## src/hdl/ip_acl_first_match_core_assert.svh

```systemverilog
// Assertion macros shared by the ACL first-match core.
// Expects clk and rst_n in the scope of use; no other dependencies.
`ifndef IP_ACL_FIRST_MATCH_CORE_ASSERT_SVH
`define IP_ACL_FIRST_MATCH_CORE_ASSERT_SVH

// Same-cycle implication, disabled during reset.
`define ACL_FM_ASSERT_IMP(lbl, ante, cons, msg) \
  lbl: assert property (@(posedge clk) disable iff (!rst_n) (ante) |-> (cons)) \
    else $error(msg);

// Next-cycle implication, disabled during reset.
`define ACL_FM_ASSERT_NXT(lbl, ante, cons, msg) \
  lbl: assert property (@(posedge clk) disable iff (!rst_n) (ante) |=> (cons)) \
    else $error(msg);

`endif

```

## src/hdl/acl_fm_pkg.sv

```systemverilog
// Types and constants of the ACL first-match core.
// Used by acl_fm_match and ip_acl_first_match_core; no dependencies.
package acl_fm_pkg;

  localparam int OCTET_W = 9;
  localparam int ENTRY_W = 38;

  localparam logic [OCTET_W-1:0] WILDCARD_OCTET = 9'h1FF;

  localparam logic REQ_LOAD  = 1'b0;
  localparam logic REQ_CHECK = 1'b1;

  localparam logic KIND_CONNECT = 1'b0;
  localparam logic KIND_BIND    = 1'b1;

  localparam logic [1:0] ADDR_RULE_COUNT = 2'd0;

  typedef struct packed {
    logic               permit;
    logic               kind;
    logic [OCTET_W-1:0] octet0;
    logic [OCTET_W-1:0] octet1;
    logic [OCTET_W-1:0] octet2;
    logic [OCTET_W-1:0] octet3;
  } entry_t;

  typedef struct packed {
    logic hit;
    logic permit;
  } verdict_t;

endpackage

```

## src/hdl/ip_acl_first_match_core.sv

```systemverilog
// First-match IPv4 access-control list: rule table in RAM, sequential scan.
// Depends on acl_fm_pkg, acl_fm_ram, acl_fm_match, ip_acl_first_match_core_assert.svh.
//
// Usage:
//   A transaction is taken when start is high and busy is low. in_req_type
//   selects a load (rule written to entry in_rule_index, no result) or a
//   check (in_cmd_kind plus in_query_ip scanned against the table).
//   busy stays low for a load. Loads to an index at or above
//   MAX_RULES are dropped.
//   A check scans entries 0 .. min(rule_count, MAX_RULES)-1, one entry per
//   cycle through the single RAM read port, and stops at the first hit or
//   after the last active entry. With a zero active count no scan runs and
//   the default deny is registered straight from the idle state. busy is
//   high from the cycle after a scanning check is taken until the result
//   shows; a new transaction may be taken in the cycle the result is on the
//   ports.
//   out_valid marks each result for one cycle; the receiver cannot stall.
//   rule_count is written over the APB port at byte address 0; write it
//   only while the block is idle. Reset clears rule_count and the control
//   state; the rule table is undefined until loaded.
module ip_acl_first_match_core #(
  parameter int MAX_RULES = 16
) (
  input  logic              clk,
  input  logic              rst_n,
  // command channel
  input  logic              start,
  output logic              busy,
  input  logic              in_req_type,
  input  logic [3:0]        in_rule_index,
  input  logic              in_rule_permit,
  input  logic              in_cmd_kind,
  input  logic signed [8:0] in_rule_octet0,
  input  logic signed [8:0] in_rule_octet1,
  input  logic signed [8:0] in_rule_octet2,
  input  logic signed [8:0] in_rule_octet3,
  input  logic [31:0]       in_query_ip,
  // result channel
  output logic              out_valid,
  output logic              out_passed,
  output logic              out_matched,
  output logic [3:0]        out_match_index,
  // configuration
  input  logic              psel,
  input  logic              penable,
  input  logic              pwrite,
  input  logic [1:0]        paddr,
  input  logic [31:0]       pwdata,
  output logic [31:0]       prdata,
  output logic              pready
);

  localparam int AW = (MAX_RULES > 1) ? $clog2(MAX_RULES) : 1;
  localparam int CW = $clog2(MAX_RULES + 1);
  localparam int LW = (CW > 5) ? CW : 5;
  localparam int IW = (CW > 4) ? CW : 4;

  typedef enum logic {
    ST_IDLE,
    ST_SCAN
  } state_t;

  state_t                state_r, state_nxt;
  logic [CW-1:0]         cmp_idx_r, cmp_idx_nxt;
  logic [CW-1:0]         limit_r, limit_nxt;
  logic                  kind_r, kind_nxt;
  logic [31:0]           ip_r, ip_nxt;
  logic                  out_valid_r, out_valid_nxt;
  logic                  out_passed_r, out_passed_nxt;
  logic                  out_matched_r, out_matched_nxt;
  logic [3:0]            out_idx_r, out_idx_nxt;
  logic [4:0]            rule_count_r;

  logic                  accept;
  logic [LW-1:0]         count_ext;
  logic [CW-1:0]         active_limit;
  logic [CW-1:0]         next_idx;
  logic                  load_in_range;

  logic                  ram_we;
  logic [AW-1:0]         ram_waddr;
  acl_fm_pkg::entry_t    ram_wdata;
  logic                  ram_re;
  logic [AW-1:0]         ram_raddr;
  logic [acl_fm_pkg::ENTRY_W-1:0] ram_rdata;
  acl_fm_pkg::entry_t    rd_entry;
  acl_fm_pkg::verdict_t  verdict;

  // ---------------------------------------------------------------------
  // Configuration port
  // ---------------------------------------------------------------------
  assign pready = 1'b1;
  assign prdata = (paddr == acl_fm_pkg::ADDR_RULE_COUNT) ? {27'd0, rule_count_r} : 32'd0;

  always_ff @(posedge clk) begin
    if (!rst_n) begin
      rule_count_r <= 5'd0;
    end else if (psel && penable && pwrite && pready &&
                 (paddr == acl_fm_pkg::ADDR_RULE_COUNT)) begin
      rule_count_r <= pwdata[4:0];
    end
  end

  // Saturate the active count to the table size.
  assign count_ext    = LW'(rule_count_r);
  assign active_limit = (count_ext > LW'(MAX_RULES)) ? CW'(MAX_RULES) : CW'(count_ext);

  // ---------------------------------------------------------------------
  // Rule table
  // ---------------------------------------------------------------------
  assign accept        = start && !busy;
  assign load_in_range = IW'(in_rule_index) < IW'(MAX_RULES);
  assign ram_we        = accept && (in_req_type == acl_fm_pkg::REQ_LOAD) && load_in_range;
  assign ram_waddr     = AW'(in_rule_index);

  assign ram_wdata.permit = in_rule_permit;
  assign ram_wdata.kind   = in_cmd_kind;
  assign ram_wdata.octet0 = in_rule_octet0;
  assign ram_wdata.octet1 = in_rule_octet1;
  assign ram_wdata.octet2 = in_rule_octet2;
  assign ram_wdata.octet3 = in_rule_octet3;

  acl_fm_ram #(
    .WIDTH (acl_fm_pkg::ENTRY_W),
    .DEPTH (MAX_RULES)
  ) u_rule_ram (
    .clk   (clk),
    .we    (ram_we),
    .waddr (ram_waddr),
    .wdata (ram_wdata),
    .re    (ram_re),
    .raddr (ram_raddr),
    .rdata (ram_rdata)
  );

  assign rd_entry = ram_rdata;

  acl_fm_match u_match (
    .entry   (rd_entry),
    .kind    (kind_r),
    .ip      (ip_r),
    .verdict (verdict)
  );

  // ---------------------------------------------------------------------
  // Scan control
  // ---------------------------------------------------------------------
  assign next_idx = cmp_idx_r + 1'b1;
  assign busy     = (state_r != ST_IDLE);

  always_comb begin
    state_nxt       = state_r;
    cmp_idx_nxt     = cmp_idx_r;
    limit_nxt       = limit_r;
    kind_nxt        = kind_r;
    ip_nxt          = ip_r;
    out_valid_nxt   = 1'b0;
    out_passed_nxt  = out_passed_r;
    out_matched_nxt = out_matched_r;
    out_idx_nxt     = out_idx_r;
    ram_re          = 1'b0;
    ram_raddr       = '0;

    case (state_r)
      ST_IDLE: begin
        if (accept && (in_req_type == acl_fm_pkg::REQ_CHECK)) begin
          kind_nxt  = in_cmd_kind;
          ip_nxt    = in_query_ip;
          limit_nxt = active_limit;
          if (active_limit == '0) begin
            // empty table: default deny right away
            out_valid_nxt   = 1'b1;
            out_passed_nxt  = 1'b0;
            out_matched_nxt = 1'b0;
            out_idx_nxt     = 4'd0;
          end else begin
            ram_re      = 1'b1;
            ram_raddr   = '0;
            cmp_idx_nxt = '0;
            state_nxt   = ST_SCAN;
          end
        end
      end
      ST_SCAN: begin
        // rdata holds entry cmp_idx_r; fetch the next one while comparing
        if (verdict.hit) begin
          out_valid_nxt   = 1'b1;
          out_passed_nxt  = verdict.permit;
          out_matched_nxt = 1'b1;
          out_idx_nxt     = 4'(cmp_idx_r);
          state_nxt       = ST_IDLE;
        end else if (next_idx == limit_r) begin
          out_valid_nxt   = 1'b1;
          out_passed_nxt  = 1'b0;
          out_matched_nxt = 1'b0;
          out_idx_nxt     = 4'd0;
          state_nxt       = ST_IDLE;
        end else begin
          ram_re      = 1'b1;
          ram_raddr   = AW'(next_idx);
          cmp_idx_nxt = next_idx;
        end
      end
      default: begin
        state_nxt = ST_IDLE;
      end
    endcase
  end

  always_ff @(posedge clk) begin
    if (!rst_n) begin
      state_r     <= ST_IDLE;
      out_valid_r <= 1'b0;
    end else begin
      state_r     <= state_nxt;
      out_valid_r <= out_valid_nxt;
    end
    cmp_idx_r     <= cmp_idx_nxt;
    limit_r       <= limit_nxt;
    kind_r        <= kind_nxt;
    ip_r          <= ip_nxt;
    out_passed_r  <= out_passed_nxt;
    out_matched_r <= out_matched_nxt;
    out_idx_r     <= out_idx_nxt;
  end

  assign out_valid       = out_valid_r;
  assign out_passed      = out_passed_r;
  assign out_matched     = out_matched_r;
  assign out_match_index = out_idx_r;

  // ---------------------------------------------------------------------
  // Assertions
  // ---------------------------------------------------------------------
`include "ip_acl_first_match_core_assert.svh"

  `ACL_FM_ASSERT_NXT(a_load_silent, accept && (in_req_type == acl_fm_pkg::REQ_LOAD), !out_valid, "load transaction produced a result")
  `ACL_FM_ASSERT_IMP(a_miss_zero, out_valid && !out_matched, !out_passed && (out_match_index == 4'd0), "default deny carries nonzero fields")
  `ACL_FM_ASSERT_IMP(a_done_idle, out_valid, !busy, "result shown while scan still running")
  `ACL_FM_ASSERT_NXT(a_scan_starts, accept && (in_req_type == acl_fm_pkg::REQ_CHECK) && (active_limit != '0), busy && !out_valid, "check with active rules did not start a scan")

endmodule

```

## src/hdl/acl_fm_ram.sv

```systemverilog
// Generic single-port-write, single-port-read RAM with registered read data.
// No dependencies.
module acl_fm_ram #(
  parameter int WIDTH = 38,
  parameter int DEPTH = 16
) (
  input  logic                                         clk,
  input  logic                                         we,
  input  logic [((DEPTH > 1) ? $clog2(DEPTH) : 1)-1:0] waddr,
  input  logic [WIDTH-1:0]                             wdata,
  input  logic                                         re,
  input  logic [((DEPTH > 1) ? $clog2(DEPTH) : 1)-1:0] raddr,
  output logic [WIDTH-1:0]                             rdata
);

  logic [WIDTH-1:0] mem_r [DEPTH];

  always_ff @(posedge clk) begin
    if (we) begin
      mem_r[waddr] <= wdata;
    end
    if (re) begin
      rdata <= mem_r[raddr];
    end
  end

endmodule

```

## src/hdl/acl_fm_match.sv

```systemverilog
// Compare one rule entry against a request kind and IPv4 address.
// Depends on acl_fm_pkg.
module acl_fm_match (
  input  acl_fm_pkg::entry_t   entry,
  input  logic                 kind,
  input  logic [31:0]          ip,
  output acl_fm_pkg::verdict_t verdict
);

  logic oct0_ok, oct1_ok, oct2_ok, oct3_ok;

  // A wildcard matches anything; other negative codes never match a byte.
  assign oct0_ok = (entry.octet0 == acl_fm_pkg::WILDCARD_OCTET) ||
                   (entry.octet0 == {1'b0, ip[31:24]});
  assign oct1_ok = (entry.octet1 == acl_fm_pkg::WILDCARD_OCTET) ||
                   (entry.octet1 == {1'b0, ip[23:16]});
  assign oct2_ok = (entry.octet2 == acl_fm_pkg::WILDCARD_OCTET) ||
                   (entry.octet2 == {1'b0, ip[15:8]});
  assign oct3_ok = (entry.octet3 == acl_fm_pkg::WILDCARD_OCTET) ||
                   (entry.octet3 == {1'b0, ip[7:0]});

  assign verdict.hit    = (entry.kind == kind) && oct0_ok && oct1_ok && oct2_ok && oct3_ok;
  assign verdict.permit = entry.permit;

endmodule

```

## config.mk

```make
export PLATFORM = sky130hd
export DESIGN_NAME = ip_acl_first_match_core
export DESIGN_NICKNAME = d
export VERILOG_FILES = /design/src/hdl/acl_fm_pkg.sv /design/src/hdl/ip_acl_first_match_core.sv /design/src/hdl/acl_fm_ram.sv /design/src/hdl/acl_fm_match.sv
export VERILOG_INCLUDE_DIRS = /design/src /design/src/hdl
export SDC_FILE = /design/constraint.sdc
export NUM_CORES = 1
export LEC_CHECK = 0
export ABC_AREA = 1
export BUFFER_PORTS_ARGS = -buffer_cell sky130_fd_sc_hd__buf_2
export CAP_MARGIN = 15
export CORE_MARGIN = 3
export CORE_UTILIZATION = 35
export CTS_CLUSTER_DIAMETER = 150
export DETAILED_ROUTE_END_ITERATION = 10
export HOLD_SLACK_MARGIN = 0.08
export MAX_ROUTING_LAYER = met4
export PLACE_DENSITY = 0.59
export SETUP_SLACK_MARGIN = 0.15
export SYNTH_ARGS = -nofsm -noshare
export SYNTH_HDL_FRONTEND = slang
export SYNTH_HIERARCHICAL = 1
export SYNTH_SLANG_ARGS = --single-unit
```

## constraint.sdc

```tcl
create_clock -name clk -period 10 [get_ports clk]
set_clock_uncertainty 0.15 [all_clocks]
set_input_delay 1.5 -clock clk [delete_from_list [all_inputs] [get_ports clk]]
set_output_delay 1.5 -clock clk [all_outputs]
set_load 0.05 [all_outputs]
```

==> results.toml <==
[outcome]
outcome = "complete, no violations"

[timing]
min_period_ns = 4.86
timing.setup.tns_ns = 0
slew_viol_final = 0
post-route-period-util_pct = 48.6
slew_headroom_pct = 26.8
finalHoldViolCount = 0
worstMarginPinSlew_ns = 1.10
hold_slack_ns = 0.295
rsz0062_at_grt = "false"
setup_viol = 0
fmax_mhz = 206

[finish]
area.growth.synth_to_final_pct = 12.5
drive_gt1_share_pct = 8.86
final_common_cell = "nand2_1"
layoutNonFillerInstCount = 4117
nets = 3029
layout_common_cells = "890 x nand2_1, 695 x edfxtp_1, 497 x inv_1, 463 x nand3_1, 100 x buf_2"

[clocking]
clk_latency_ns = 0.61
cts_setup_buffers = 0
htreeDepth = 3
hold_buffers = 0
cts_buffers = 75
cts_resized = 0
clock-sinks = 702
cts_tree = "built"
cts_root_buf = "clkbuf_16"
path_clk_slew_ns = 0.06
cts_buffer_depth = 3

[routing]
viasPerCell = 4.57
via_count = 18800
firstDrtPassIters = 5
drc = 0
ant_nets = 0
wl_per_cell_um = 17.5
routed_wl_um = 72200
drtIter0Drc = 1534

[logic_synthesis]
synth_warnings = 6
avgSynthCellArea_um2 = 10.7
synthCells = 2834
ys_seq_elements = 702
synth_seq_area_share_pct = 69.5
yosys.cell_types.count = 27
syn_area_um2 = 30200

[min_path]
hp-start = "count_ext[4]"
hold_path_class = "reg -> reg"

[power_and_ir_drop]
internal_power_w = 0.00488
sequentialPowerShare_pct = 53.3
combPwrFrac_pct = 3.8
clockPowerShare_pct = 42.9
switchingPower_w = 0.00129
powerDensity_nw_per_um2 = 181
netSwitchingFraction_pct = 20.8
p_leak_nw = 14.0
ir_drop_v = 0.000121

[place]
portBuffers = 100
dpl.cell_count = 3980
hpwl_um = 35300
place_congestion = 0.758

[grt]
grtUsageTotal_pct = 16.4
grt_pass1_vias = 17700
grt_max_degree = 191
antenna_found_initial = 7
grt_pass1_wl_um = 108000
gr-total-overflow = 0

[floorplanning]
coreArea_um2 = 85400
fp.dieW_um = 300
die-area_um2 = 89900
rows = 107
initial_core_util_pct = 35.4
ios = 156
die_y_um = 300

[critical_path]
endpoint_kind = "register"
crit_arrival_ns = 5.06
critPathRequiredTime_ns = 10.20
crit_path_start_kind = "register"
startpoint = "u_rule_ram/rdata[13]"
worstReg2RegStart = "u_rule_ram/rdata[13]"
crit_fanout = 172
worst-setup-path-type = "reg -> reg"

[run]
cap_viol_max_count = 0
[layer usage]
metal	vias up	GRT usage, %	share of wire [%]
met5	-	-	0
met2	517	26.1	47
met3	133	2.56	5.8
li1	9278	-	-
met1	8876	21.7	45
met4	0	4.86	2.7
[worst paths after layout]
| path | end | cells past startpoint | slack [ns] |
|---|---|---|---|
| hold / removal | limit_r[4] | 0 | 0.29 |
| hold reg to reg | limit_r[4] | 0 | 0.29 |
| setup reg to reg | u_rule_ram/rdata[15] | 20 | 5.14 |
| setup / recovery | u_rule_ram/rdata[15] | 20 | 5.14 |
[flip-flops by register name, indices dropped and copies added, names as in the netlist]
register,count
kind_r,1
out_valid,1
ip_r,32
busy,1
count_ext,5
limit_r,5
cmp_idx_r,5
out_match_index,4
out_matched,1
u_rule_ram/rdata,38
u_rule_ram/mem_r,608
out_passed,1
[final cells by class]
type,instances,area (um^2)
fillers,8156,51400
flip-flops and latches,702,21000
multi-input cells,1501,6580
clock buffers,96,2020
inverters,502,1900
well taps,1144,1430
repair buffers,131,758
clock inverters,36,313
diodes,5,12.5
[critical path, cell delays in order, from the launching register on]
cell and delay [ns]:
edfxtp_1 0.41, inv_1 0.07, nand2_1 0.04, nand2_1 0.05, nand2_1 0.06, nor2_1 0.14, nand2_1 0.17, nand2_1 0.15
nand3_1 0.14, nor2_1 0.29, nor2_1 0.10, nand2_2 0.26, nor2_4 0.04, buf_4 0.33, inv_8 0.81, buf_12 0.57
nand2_1 0.12, nand3_1 0.12, nand3_1 0.10, nand3_1 0.11, nand2_1 0.10
[power by group through the flow]
stage               combinational [W]  sequential (W)  clock (W)
detailed placement           0.000236         0.00335          0
floorplan                    0.000141         0.00335          0
global route                 0.000260         0.00329    0.00282
finish                       0.000234         0.00329    0.00265
global placement             0.000233         0.00335          0
CTS                          0.000237         0.00329    0.00271
[synth_stat cells]
cell	instances	area [um^2]
nand3_1	463	2320
a21oi_1	6	30.0
nand2_1	891	3340
nor2_2	1	6.26
nand4_1	3	18.8
buf_4	45	338
nor4_1	1	6.26
o21ai_0	6	30.0
buf_6	24	270
conb_1	2	7.51
edfxtp_1	695	20900
nand3b_1	3	22.5
inv_1	499	1870
o21ai_2	1	8.76
ha_1	1	12.5
nor3_1	2	10.0
xnor2_1	27	236
buf_1	6	22.5
dfxtp_1	7	140
buf_2	62	310
inv_2	1	3.75
inv_6	1	8.76
nand3_2	1	10.0
clkbuf_1	18	67.6
inv_4	1	6.26
nor2_1	63	236
nand2_2	4	25.0
[logic make-up (layout without fill, tap and decap cells)]
kind of cell             count (synthesis)  count (layout)  synth area share (%)
adder cells (fa/ha/maj)                  1               1                0.0414
flip-flops                             702             702                  69.5
other                                    2              33                0.0248
AND/OR/NAND/NOR                       1432            1432                  19.8
XOR/XNOR                                27              27                 0.782
buffers and inverters                  657             765                  9.59
AO/OA/AOI/OAI                           13              13                 0.228
[stage by stage]
stage	area, um^2	utilization (%)	power (W)	setup WS, ns
final	34000	39.8	0.00617	5.14
after global routing	34000	39.8	0.00637	4.76
after CTS	34000	39.8	0.00623	5.15
after detailed placement	31700	37.1	0.00358	5.18
after global placement	31700	37.1	0.00358	5.17
after floorplan	30300	-	0.00350	3.93
No activity file was read; power rests on OpenSTA's default activity.
